File: src/rtl/modular_linear_congruence_solver_assert.svh
// Assertion macros shared by the solver RTL.
`ifndef MODULAR_LINEAR_CONGRUENCE_SOLVER_ASSERT_SVH
`define MODULAR_LINEAR_CONGRUENCE_SOLVER_ASSERT_SVH

// Checks that the consequent holds in the same cycle as the antecedent.
`define MLCS_ASSERT_SAME(label, clk, rst, ante, cons, msg) \
  label: assert property (@(posedge clk) disable iff (rst) (ante) |-> (cons)) \
    else $error(msg);

// Checks that the consequent holds in the cycle after the antecedent.
`define MLCS_ASSERT_NEXT(label, clk, rst, ante, cons, msg) \
  label: assert property (@(posedge clk) disable iff (rst) (ante) |=> (cons)) \
    else $error(msg);

`endif

File: src/rtl/mlcs_pkg.sv
`default_nettype none

package mlcs_pkg;

  localparam int WORD_WIDTH = 32;
  localparam int VAL_W      = WORD_WIDTH;
  localparam int RES_W      = WORD_WIDTH - 1;
  localparam int SHIFT_W    = $clog2(WORD_WIDTH);
  localparam int STATUS_W   = 2;
  localparam int IN_W       = 96;
  localparam int OUT_W      = 40;
  localparam int OUT_PAD_W  = OUT_W - RES_W - STATUS_W;

  localparam logic [STATUS_W-1:0] STATUS_OK          = 2'd0;
  localparam logic [STATUS_W-1:0] STATUS_NOT_COPRIME = 2'd1;
  localparam logic [STATUS_W-1:0] STATUS_BAD_MODULUS = 2'd2;

  typedef enum logic [3:0] {
    ST_IDLE,
    ST_ALIGN,
    ST_SUB,
    ST_ACC,
    ST_FIXB,
    ST_UPDATE,
    ST_CHECK,
    ST_DONE
  } state_t;

endpackage

`default_nettype wire

File: src/rtl/modular_linear_congruence_solver.sv
// One transaction is in flight at a time. One shared comparator-subtractor does the division
// work, and one modular adder accumulates the product of quotient and current right side.
// Reset (rst, synchronous, active high) returns the sequencer to idle and drops tvalid.
`default_nettype none
`include "modular_linear_congruence_solver_assert.svh"

module modular_linear_congruence_solver (
  input  wire logic                          clk,
  input  wire logic                          rst,
  input  wire logic                          s_tvalid,
  output logic                               s_tready,
  // coefficient [31:0], right_side [63:32], modulus [94:64], zero [95]
  input  wire logic [mlcs_pkg::IN_W-1:0]     s_tdata,
  output logic                               m_tvalid,
  input  wire logic                          m_tready,
  // solution [30:0], status [32:31], zero [39:33]
  output logic [mlcs_pkg::OUT_W-1:0]         m_tdata
);

  localparam int VW = mlcs_pkg::VAL_W;
  localparam int RW = mlcs_pkg::RES_W;
  localparam int KW = mlcs_pkg::SHIFT_W;

  mlcs_pkg::state_t state, state_next;

  logic [RW-1:0]    mod_q;
  logic [VW-1:0]    a_mag;
  logic             b_flip;
  logic             reducing;
  logic [VW-1:0]    rem;
  logic [VW-1:0]    dvs;
  logic [KW-1:0]    k;
  logic             last;
  logic [RW-1:0]    acc;
  logic [VW-1:0]    pv;
  logic [RW-1:0]    pr;
  logic [VW-1:0]    cv;
  logic [RW-1:0]    cr;
  logic [RW-1:0]    solution;
  logic [mlcs_pkg::STATUS_W-1:0] status;

  logic [VW-1:0]    in_coef;
  logic [VW-1:0]    in_rhs;
  logic [RW-1:0]    in_mod;

  logic [VW:0]      cmp_lhs;
  logic [VW:0]      cmp_rhs;
  logic             cmp_ge;
  logic [VW:0]      cmp_diff;

  logic [VW-1:0]    madd_sum;
  logic [VW-1:0]    madd_red;

  logic [RW-1:0]    b_red;
  logic [RW-1:0]    right;

  assign in_coef = s_tdata[31:0];
  assign in_rhs  = s_tdata[63:32];
  assign in_mod  = s_tdata[94:64];

  // Shared comparator: against the doubled divisor while aligning, the divisor otherwise.
  assign cmp_lhs  = {1'b0, rem};
  assign cmp_rhs  = (state == mlcs_pkg::ST_ALIGN) ? {dvs, 1'b0} : {1'b0, dvs};
  assign cmp_ge   = (cmp_lhs >= cmp_rhs);
  assign cmp_diff = cmp_lhs - cmp_rhs;

  // Shared modular adder: doubles the product accumulator, or adds the current right side.
  assign madd_sum = {1'b0, acc} +
                    ((state == mlcs_pkg::ST_ACC) ? {1'b0, cr} : {1'b0, acc});
  assign madd_red = (madd_sum >= {1'b0, mod_q}) ? (madd_sum - {1'b0, mod_q}) : madd_sum;

  assign b_red = (b_flip && (rem[RW-1:0] != '0)) ? (mod_q - rem[RW-1:0]) : rem[RW-1:0];
  assign right = (pr >= acc) ? (pr - acc) : (pr + (mod_q - acc));

  always_comb begin
    state_next = state;
    unique case (state)
      mlcs_pkg::ST_IDLE: begin
        if (s_tvalid) begin
          state_next = (in_mod < RW'(2)) ? mlcs_pkg::ST_DONE : mlcs_pkg::ST_ALIGN;
        end
      end
      mlcs_pkg::ST_ALIGN: begin
        state_next = cmp_ge ? mlcs_pkg::ST_ALIGN : mlcs_pkg::ST_SUB;
      end
      mlcs_pkg::ST_SUB: begin
        if (!reducing && cmp_ge) begin
          state_next = mlcs_pkg::ST_ACC;
        end else if (k == '0) begin
          state_next = reducing ? mlcs_pkg::ST_FIXB : mlcs_pkg::ST_UPDATE;
        end
      end
      mlcs_pkg::ST_ACC: begin
        state_next = last ? mlcs_pkg::ST_UPDATE : mlcs_pkg::ST_SUB;
      end
      mlcs_pkg::ST_FIXB: begin
        state_next = (a_mag == '0) ? mlcs_pkg::ST_DONE : mlcs_pkg::ST_CHECK;
      end
      mlcs_pkg::ST_UPDATE: begin
        state_next = (rem == '0) ? mlcs_pkg::ST_DONE : mlcs_pkg::ST_CHECK;
      end
      mlcs_pkg::ST_CHECK: begin
        state_next = (cv == VW'(1)) ? mlcs_pkg::ST_DONE : mlcs_pkg::ST_ALIGN;
      end
      mlcs_pkg::ST_DONE: begin
        if (m_tready) begin
          state_next = mlcs_pkg::ST_IDLE;
        end
      end
      default: state_next = mlcs_pkg::ST_IDLE;
    endcase
  end

  always_comb begin
    s_tready = (state == mlcs_pkg::ST_IDLE);
    m_tvalid = (state == mlcs_pkg::ST_DONE);
    m_tdata  = {{mlcs_pkg::OUT_PAD_W{1'b0}}, status, solution};
  end

  always_ff @(posedge clk) begin
    if (rst) begin
      state <= mlcs_pkg::ST_IDLE;
    end else begin
      state <= state_next;
    end
  end

  always_ff @(posedge clk) begin
    case (state)
      mlcs_pkg::ST_IDLE: begin
        if (s_tvalid) begin
          mod_q    <= in_mod;
          a_mag    <= in_coef[VW-1] ? (VW'(0) - in_coef) : in_coef;
          b_flip   <= in_coef[VW-1] ^ in_rhs[VW-1];
          rem      <= in_rhs[VW-1] ? (VW'(0) - in_rhs) : in_rhs;
          dvs      <= {1'b0, in_mod};
          k        <= '0;
          acc      <= '0;
          reducing <= 1'b1;
          solution <= '0;
          status   <= mlcs_pkg::STATUS_BAD_MODULUS;
        end
      end
      mlcs_pkg::ST_ALIGN: begin
        if (cmp_ge) begin
          dvs <= {dvs[VW-2:0], 1'b0};
          k   <= k + KW'(1);
        end
      end
      mlcs_pkg::ST_SUB: begin
        if (cmp_ge) begin
          rem <= cmp_diff[VW-1:0];
        end
        acc  <= madd_red[RW-1:0];
        last <= (k == '0);
        if (k != '0) begin
          dvs <= {1'b0, dvs[VW-1:1]};
          k   <= k - KW'(1);
        end
      end
      mlcs_pkg::ST_ACC: begin
        acc <= madd_red[RW-1:0];
      end
      mlcs_pkg::ST_FIXB: begin
        reducing <= 1'b0;
        pv       <= {1'b0, mod_q};
        pr       <= '0;
        cv       <= a_mag;
        cr       <= b_red;
        solution <= '0;
        status   <= mlcs_pkg::STATUS_NOT_COPRIME;
      end
      mlcs_pkg::ST_UPDATE: begin
        pv       <= cv;
        pr       <= cr;
        cv       <= rem;
        cr       <= right;
        solution <= '0;
        status   <= mlcs_pkg::STATUS_NOT_COPRIME;
      end
      mlcs_pkg::ST_CHECK: begin
        rem      <= pv;
        dvs      <= cv;
        k        <= '0;
        acc      <= '0;
        solution <= cr;
        status   <= mlcs_pkg::STATUS_OK;
      end
      default: begin
      end
    endcase
  end

  `MLCS_ASSERT_SAME(a_no_overlap, clk, rst, s_tready, !m_tvalid, "input and output both open")
  `MLCS_ASSERT_SAME(a_zero_on_fail, clk, rst, m_tvalid && (status != mlcs_pkg::STATUS_OK),
                    solution == '0, "solution not zero on failure status")
  `MLCS_ASSERT_SAME(a_acc_reduced, clk, rst, state == mlcs_pkg::ST_ACC, acc < mod_q,
                    "product accumulator not reduced")
  `MLCS_ASSERT_NEXT(a_bad_mod, clk, rst,
                    s_tvalid && s_tready && (s_tdata[94:64] < 31'd2),
                    m_tvalid && (status == mlcs_pkg::STATUS_BAD_MODULUS),
                    "small modulus not flagged")

endmodule

`default_nettype wire
File: config.mk
export PLATFORM = sky130hd
export DESIGN_NAME = modular_linear_congruence_solver
export DESIGN_NICKNAME = d
export VERILOG_FILES = /design/src/rtl/mlcs_pkg.sv /design/src/rtl/modular_linear_congruence_solver.sv
export VERILOG_INCLUDE_DIRS = /design/src /design/src/rtl
export SDC_FILE = /design/constraint.sdc
export NUM_CORES = 1
export LEC_CHECK = 0
export BUFFER_PORTS_ARGS = -buffer_cell sky130_fd_sc_hd__buf_4
export CAP_MARGIN = 0
export CORE_UTILIZATION = 55
export DETAILED_ROUTE_END_ITERATION = 8
export PLACE_DENSITY = 0.73
export SYNTH_ARGS = -nofsm -noshare
export SYNTH_HDL_FRONTEND = slang
export SYNTH_SLANG_ARGS = --single-unit
export TNS_END_PERCENT = 1
File: constraint.sdc
create_clock -name clk -period 10 [get_ports clk]
set_input_delay 2 -clock clk [delete_from_list [all_inputs] [get_ports clk]]
set_output_delay 2 -clock clk [all_outputs]
set_load 0.005 [all_outputs]
# ---- After elaboration in Yosys (flattened, before gate mapping)
# Index checks and enable logic that the tools add are counted.
dict set report totals {
  regBits 329
  in_bits 100
  output_inout_bits 42
  elab_cells 112
}
dict set report classes {
  add_sub_neg 11
  magnitude_cmp 4
  n_eq_ne 14
  muxes 41
  bitwise_logic 1
  reduce_logical 24
}
# operator count
set op_table {}
lappend op_table {{$mux 32} 6}
lappend op_table {{$mux 31} 6}
lappend op_table {{$pmux 31 s3} 2}
lappend op_table {{$pmux 32 s2} 2}
lappend op_table {{$pmux 32 s4} 1}
lappend op_table {{$pmux 31 s2} 2}
lappend op_table {{$sub 31x31->31} 4}
lappend op_table {{$pmux 32 s3} 1}
lappend op_table {{$logic_not 32->1} 2}
lappend op_table {{$sub 1x32->32 const A} 2}
lappend op_table {{$ge 32x33->1} 1}
lappend op_table {{$mux 33} 1}
lappend op_table {{$add 31x31->32} 1}
lappend op_table {{$eq 32x1->1 const B} 1}
lappend op_table {{$ge 32x31->1} 1}
lappend op_table {{$pmux 4 s8} 1}
lappend op_table {{$sub 32x32->32} 1}
lappend op_table {{$add 31x31->31} 1}
lappend op_table {{$ge 31x31->1} 1}
lappend op_table {{$lt 31x2->1 const B} 1}
lappend op_table {{$reduce_bool 31->1} 1}
lappend op_table {{$pmux 5 s4} 1}
lappend op_table {{$eq 4x3->1 const B} 4}
lappend op_table {{$mux 4} 4}
lappend op_table {{other kinds (26)} 47}

# ---- Depth between registers and ports, before layout
dict set report logic_depth {
  depth_word 6
  depth_mapped 29
  ltp_nobuf 25
}

# ---- Least setup slack after synthesis
# No wires, ideal clock.
dict set report synth_path {
  path_type {reg2reg}
  startpoint {register state[2]}
  endpoint {register cr[26] (data pin)}
  setup_time_ps 255
  arrival_time_ps 7566
  t_required_ps 9745
  slack_ps 2179
  path_stages_with_launch 9
  n_path_buf 2
  synth_period_minus_slack_ps 7821
  path_cell_list {dfxtp_1 > clkbuf_1 > clkinv_1 > nor2_1 > nand2_1 > clkbuf_1 > nor2_1 > nand2_1 > and3_1}
}
dict set report synth_via {
  elab_chain_cells 2
  elab_cells_between_ends 3
  classes_between {2 x eq/ne; 1 x mux}
}
# element line
set synth_lines {}
lappend synth_lines {{from (decl)} modular_linear_congruence_solver.sv:24} ;# mlcs_pkg::state_t state, state_next;
lappend synth_lines {{from (signal assigned)} modular_linear_congruence_solver.sv:122} ;# state <= mlcs_pkg::ST_IDLE;
lappend synth_lines {{from (signal assigned)} modular_linear_congruence_solver.sv:124} ;# state <= state_next;
lappend synth_lines {{$eq 4x3->1} modular_linear_congruence_solver.sv:129} ;# case (state)
lappend synth_lines {{$pmux 31 s2 *} modular_linear_congruence_solver.sv:129}
lappend synth_lines {{to (signal assigned)} modular_linear_congruence_solver.sv:169} ;# cr <= b_red;
lappend synth_lines {{to (signal assigned)} modular_linear_congruence_solver.sv:177} ;# cr <= right;
lappend synth_lines {{to (decl)} modular_linear_congruence_solver.sv:38} ;# logic [RW-1:0] cr;
# Every way passes the cells marked *; elsewhere a longest branch is shown, timed or not.
# A chain may end at the register's enable or synchronous reset.

# ---- Worst setup path in the final report
dict set report layout_path {
  startpoint {register state[0]}
  endpoint {register acc[25] (data pin)}
}
dict set report layout_via {
  elab_chain_cells 6
  elab_cells_between_ends 11
  classes_between {2 x add/sub; 1 x order compare; 3 x eq/ne; 3 x mux; 2 x reduce/logical}
}
# element line
set layout_lines {}
lappend layout_lines {{$eq 4x2->1} {modular_linear_congruence_solver.sv:69, modular_linear_congruence_solver.sv:129}}
lappend layout_lines {{$mux 31} modular_linear_congruence_solver.sv:69} ;# ((state == mlcs_pkg::ST_ACC) ? {1'b0, cr} : {1'b0, acc});
lappend layout_lines {{$add 31x31->32} modular_linear_congruence_solver.sv:68} ;# assign madd_sum = {1'b0, acc} +
lappend layout_lines {{$sub 31x31->31 / $ge 32x31->1 (equally long branches)} modular_linear_congruence_solver.sv:70} ;# assign madd_red = (madd_sum >= {1'b0, mod_q}) ? (madd_sum - {1'b0, mod_q}) : madd_sum;
lappend layout_lines {{$mux 31} modular_linear_congruence_solver.sv:70}
lappend layout_lines {{$pmux 31 s3 *} modular_linear_congruence_solver.sv:129}
lappend layout_lines {{to (signal assigned)} modular_linear_congruence_solver.sv:154} ;# acc <= madd_red[RW-1:0];
lappend layout_lines {{to (signal assigned)} modular_linear_congruence_solver.sv:162} ;# acc <= madd_red[RW-1:0];
lappend layout_lines {{to (decl)} modular_linear_congruence_solver.sv:34} ;# logic [RW-1:0] acc;
# Marks and branches as above.

==> results.sh <==
export IMPL_status="finished clean"
export IMPL_gr_total_overflow=0
export IMPL_seq_area_frac_synth_pct=36.7
export IMPL_via_per_inst=6.36
export IMPL_die_area_um2=49600
export IMPL_ys_flop_type="edfxtp_1"
export IMPL_finalCriticalPeriod_ps=8660
export IMPL_dr_pass1_iters=6
export IMPL_synth_top_cell_area_share_pct=36.4
export IMPL_grt_pass1_wl_mm=128
export IMPL_root_buffer="clkbuf_16"
export IMPL_yosys_top_cells_area="edfxtp_1 36%, ha_1 8.9%, a21oi_1 4.8%"
export IMPL_yosysWarnings=0
export IMPL_grt_max_degree=86
export IMPL_cts_resized_gates=0
export IMPL_hold_viol=0
export IMPL_cts_hold_repair_buffers=0
export IMPL_clk_path_buf_depth=3
export IMPL_startpoint="state[0]"
export IMPL_antenna_found_initial=2
export IMPL_synth_cell_types=78
export IMPL_fillers=4126
export IMPL_avgSynthCellArea_um2=9.03
export IMPL_crit_fanout=41
export IMPL_skew_ps=40.0
export IMPL_hold_path_class="reg -> reg"
export IMPL_relSlewSlack_pct=7.37
export IMPL_first_global_vias=21880
export IMPL_clock_sinks=328
export IMPL_cts_buffers_inserted=41
export IMPL_seqCellArea_um2=9820
export IMPL_wl_mm=84.4
export IMPL_core_um2=47800
export IMPL_crit_path_start_kind="flop"
export IMPL_multi_input_area_um2=15700
export IMPL_synth_largest_area_cell="edfxtp_1"
export IMPL_dr_total_vias=23519
export IMPL_areaGrowthSynthToFinish_pct=11.3
export IMPL_rsz0062_at_grt="no"
export IMPL_async_flop_share_pct=0
export IMPL_cts_tree="built"
export IMPL_io_pins=142
export IMPL_fin_area_um2=29800
export IMPL_post_cts_buffers=0
export IMPL_dpl_cell_area_um2=28300
export IMPL_fp_dieH_um=223
export IMPL_synth_seq_cells=328
export IMPL_drive_gt1_share_pct=9.58
export IMPL_reg2reg_from="state[0]"
export IMPL_die_x_um=223
export IMPL_required_ps=10310
export IMPL_hpwl_mm=64.3
export IMPL_ant_nets=0
export IMPL_synth_common_cells="325 x edfxtp_1, 292 x nand2_1, 255 x a21oi_1"
export IMPL_synth_area_um2=26800
export IMPL_arrival_ps=8980
export IMPL_fin_crit_sh_pct=86.6
export IMPL_avgRoutedWirePerCell_um=22.8
export IMPL_synth_most_common_cell="edfxtp_1"
export IMPL_tightest_slew_ps=1380
export IMPL_num_rows=80
export IMPL_setup_worst_path_class="reg -> reg"
export IMPL_clk_latency_ps=610
export IMPL_gp_routability_congestion=0.929
export IMPL_setup_viol=0
export IMPL_end_kind="flop"
export IMPL_clk_pin_slew_ps=60
export IMPL_fin_setup_tns_ps=0
export IMPL_htreeDepth=2
export IMPL_synth_edf_count=325
export IMPL_maxCapViolations=0
export IMPL_fmax_ghz=0.115
export IMPL_netlist_instances=2968
export IMPL_nets=3374
export IMPL_drt_iter0_markers=2729
export IMPL_start_util_pct=56.0
export IMPL_drcViolationCount=0
export IMPL_min_delay_start="a_mag[29]"
export IMPL_portBuffers=133
export IMPL_maxSlewViolCount=0
export IMPL_grt_use_total_pct=33.5
## per-layer routing
metal	global-route usage [%]	wire, um	vias to the layer above
li1	-	-	11039
met5	0	0	-
met3	6.04	7090	207
met4	13.8	3470	0
met1	45.3	35500	11222
met2	53.0	38400	1051
## final timing paths
check,slack [ps],cells after the start,end
setup / recovery,1340,21,acc[25]
hold / removal,570,2,cv[29]
setup reg to reg,1340,21,acc[25]
hold reg to reg,570,2,cv[29]
## state kept, by name (all words and copies together), names as in the netlist
name and count:
pv 32, acc 31, reducing 1, status 2, cv 32, k 5
state 3, a_mag 32, solution 31, rem 32, pr 31, last 1
mod_q 31, b_flip 1, cr 31, dvs 32
## worst max-delay path, stage by stage, from the launching register on
cell      delay (ps)
dfxtp_1          700
nand3_1          810
mux2_2           550
ha_1             340
a21o_1           210
or3_1            310
o22a_1           280
o21ai_0          500
a21oi_1          280
a221o_1          470
xnor2_1          180
ha_1             360
nand4_1          310
or4_1            600
nor4_1           700
a221oi_1         220
a31o_2           300
o211ai_1          80
buf_4            450
inv_1            410
nand3_1          190
o31ai_1           80
## area by class of cell
| cell class | count | share of cell area (%) |
|---|---|---|
| clock inverter | 28 | 1.40 |
| tap | 615 | 2.58 |
| clock buffer | 47 | 3.59 |
| timing repair buffer | 156 | 3.93 |
| antenna | 1 | 0.00839 |
| multi-input combinational | 2284 | 52.6 |
| inverter | 237 | 2.98 |
| sequential | 328 | 33.0 |
## stage by stage
step	cells	setup WS (ps)	hold slack [ps]	utilization, %
final	3696	1340	571	62.3
after global routing	3695	1000	603	62.3
after CTS	3695	1510	573	62.3
after detailed placement	3620	1570	556	59.2
after global placement	3620	1780	548	59.2
after floorplan	2974	2180	518	-
## placed cells by master (no fill, tap or decap), types with 7 or more instances in the layout
master and n:
o21a_1 26, nor2_1 176, o31a_1 9, o21bai_1 23, o21ai_0 225, bufinv_16 9
nand2_1 289, clkbuf_16 42, nor3_1 45, o41ai_1 11, xnor2_1 128, a221oi_1 9
nand4_1 21, fa_1 36, a31oi_1 27, a21oi_1 255, nor4_1 41, o31ai_1 31
a211oi_1 53, ha_1 190, or3_1 16, and3_1 58, nand3_1 53, o22ai_1 64
nand2b_1 34, or4_1 8, a21o_1 78, nor2b_1 25, mux2_2 33, or2_2 9
a21boi_0 10, o211ai_1 16, edfxtp_1 325, and2_1 43, inv_1 234, buf_4 156
conb_1 7, mux2i_1 54, xor2_1 84
## logic make-up (layout without fill, tap and decap cells)
group / count (synthesis) / after routing / share of synthesized area [%]
AOI/OAI and AO/OA: 896 / 896 / 20.8
xor gates and xnor gates: 212 / 212 / 6.93
adders and majority gates: 226 / 226 / 11.6
buffers and inverters: 362 / 468 / 5.17
DFF: 328 / 328 / 36.7
muxes: 87 / 87 / 3.40
other: 1 / 8 / 0.0140
and+or+nand+nor: 856 / 856 / 15.5
Power is not shown: default switching activity piles up to over one toggle a cycle in this logic, so the estimate is an artifact.
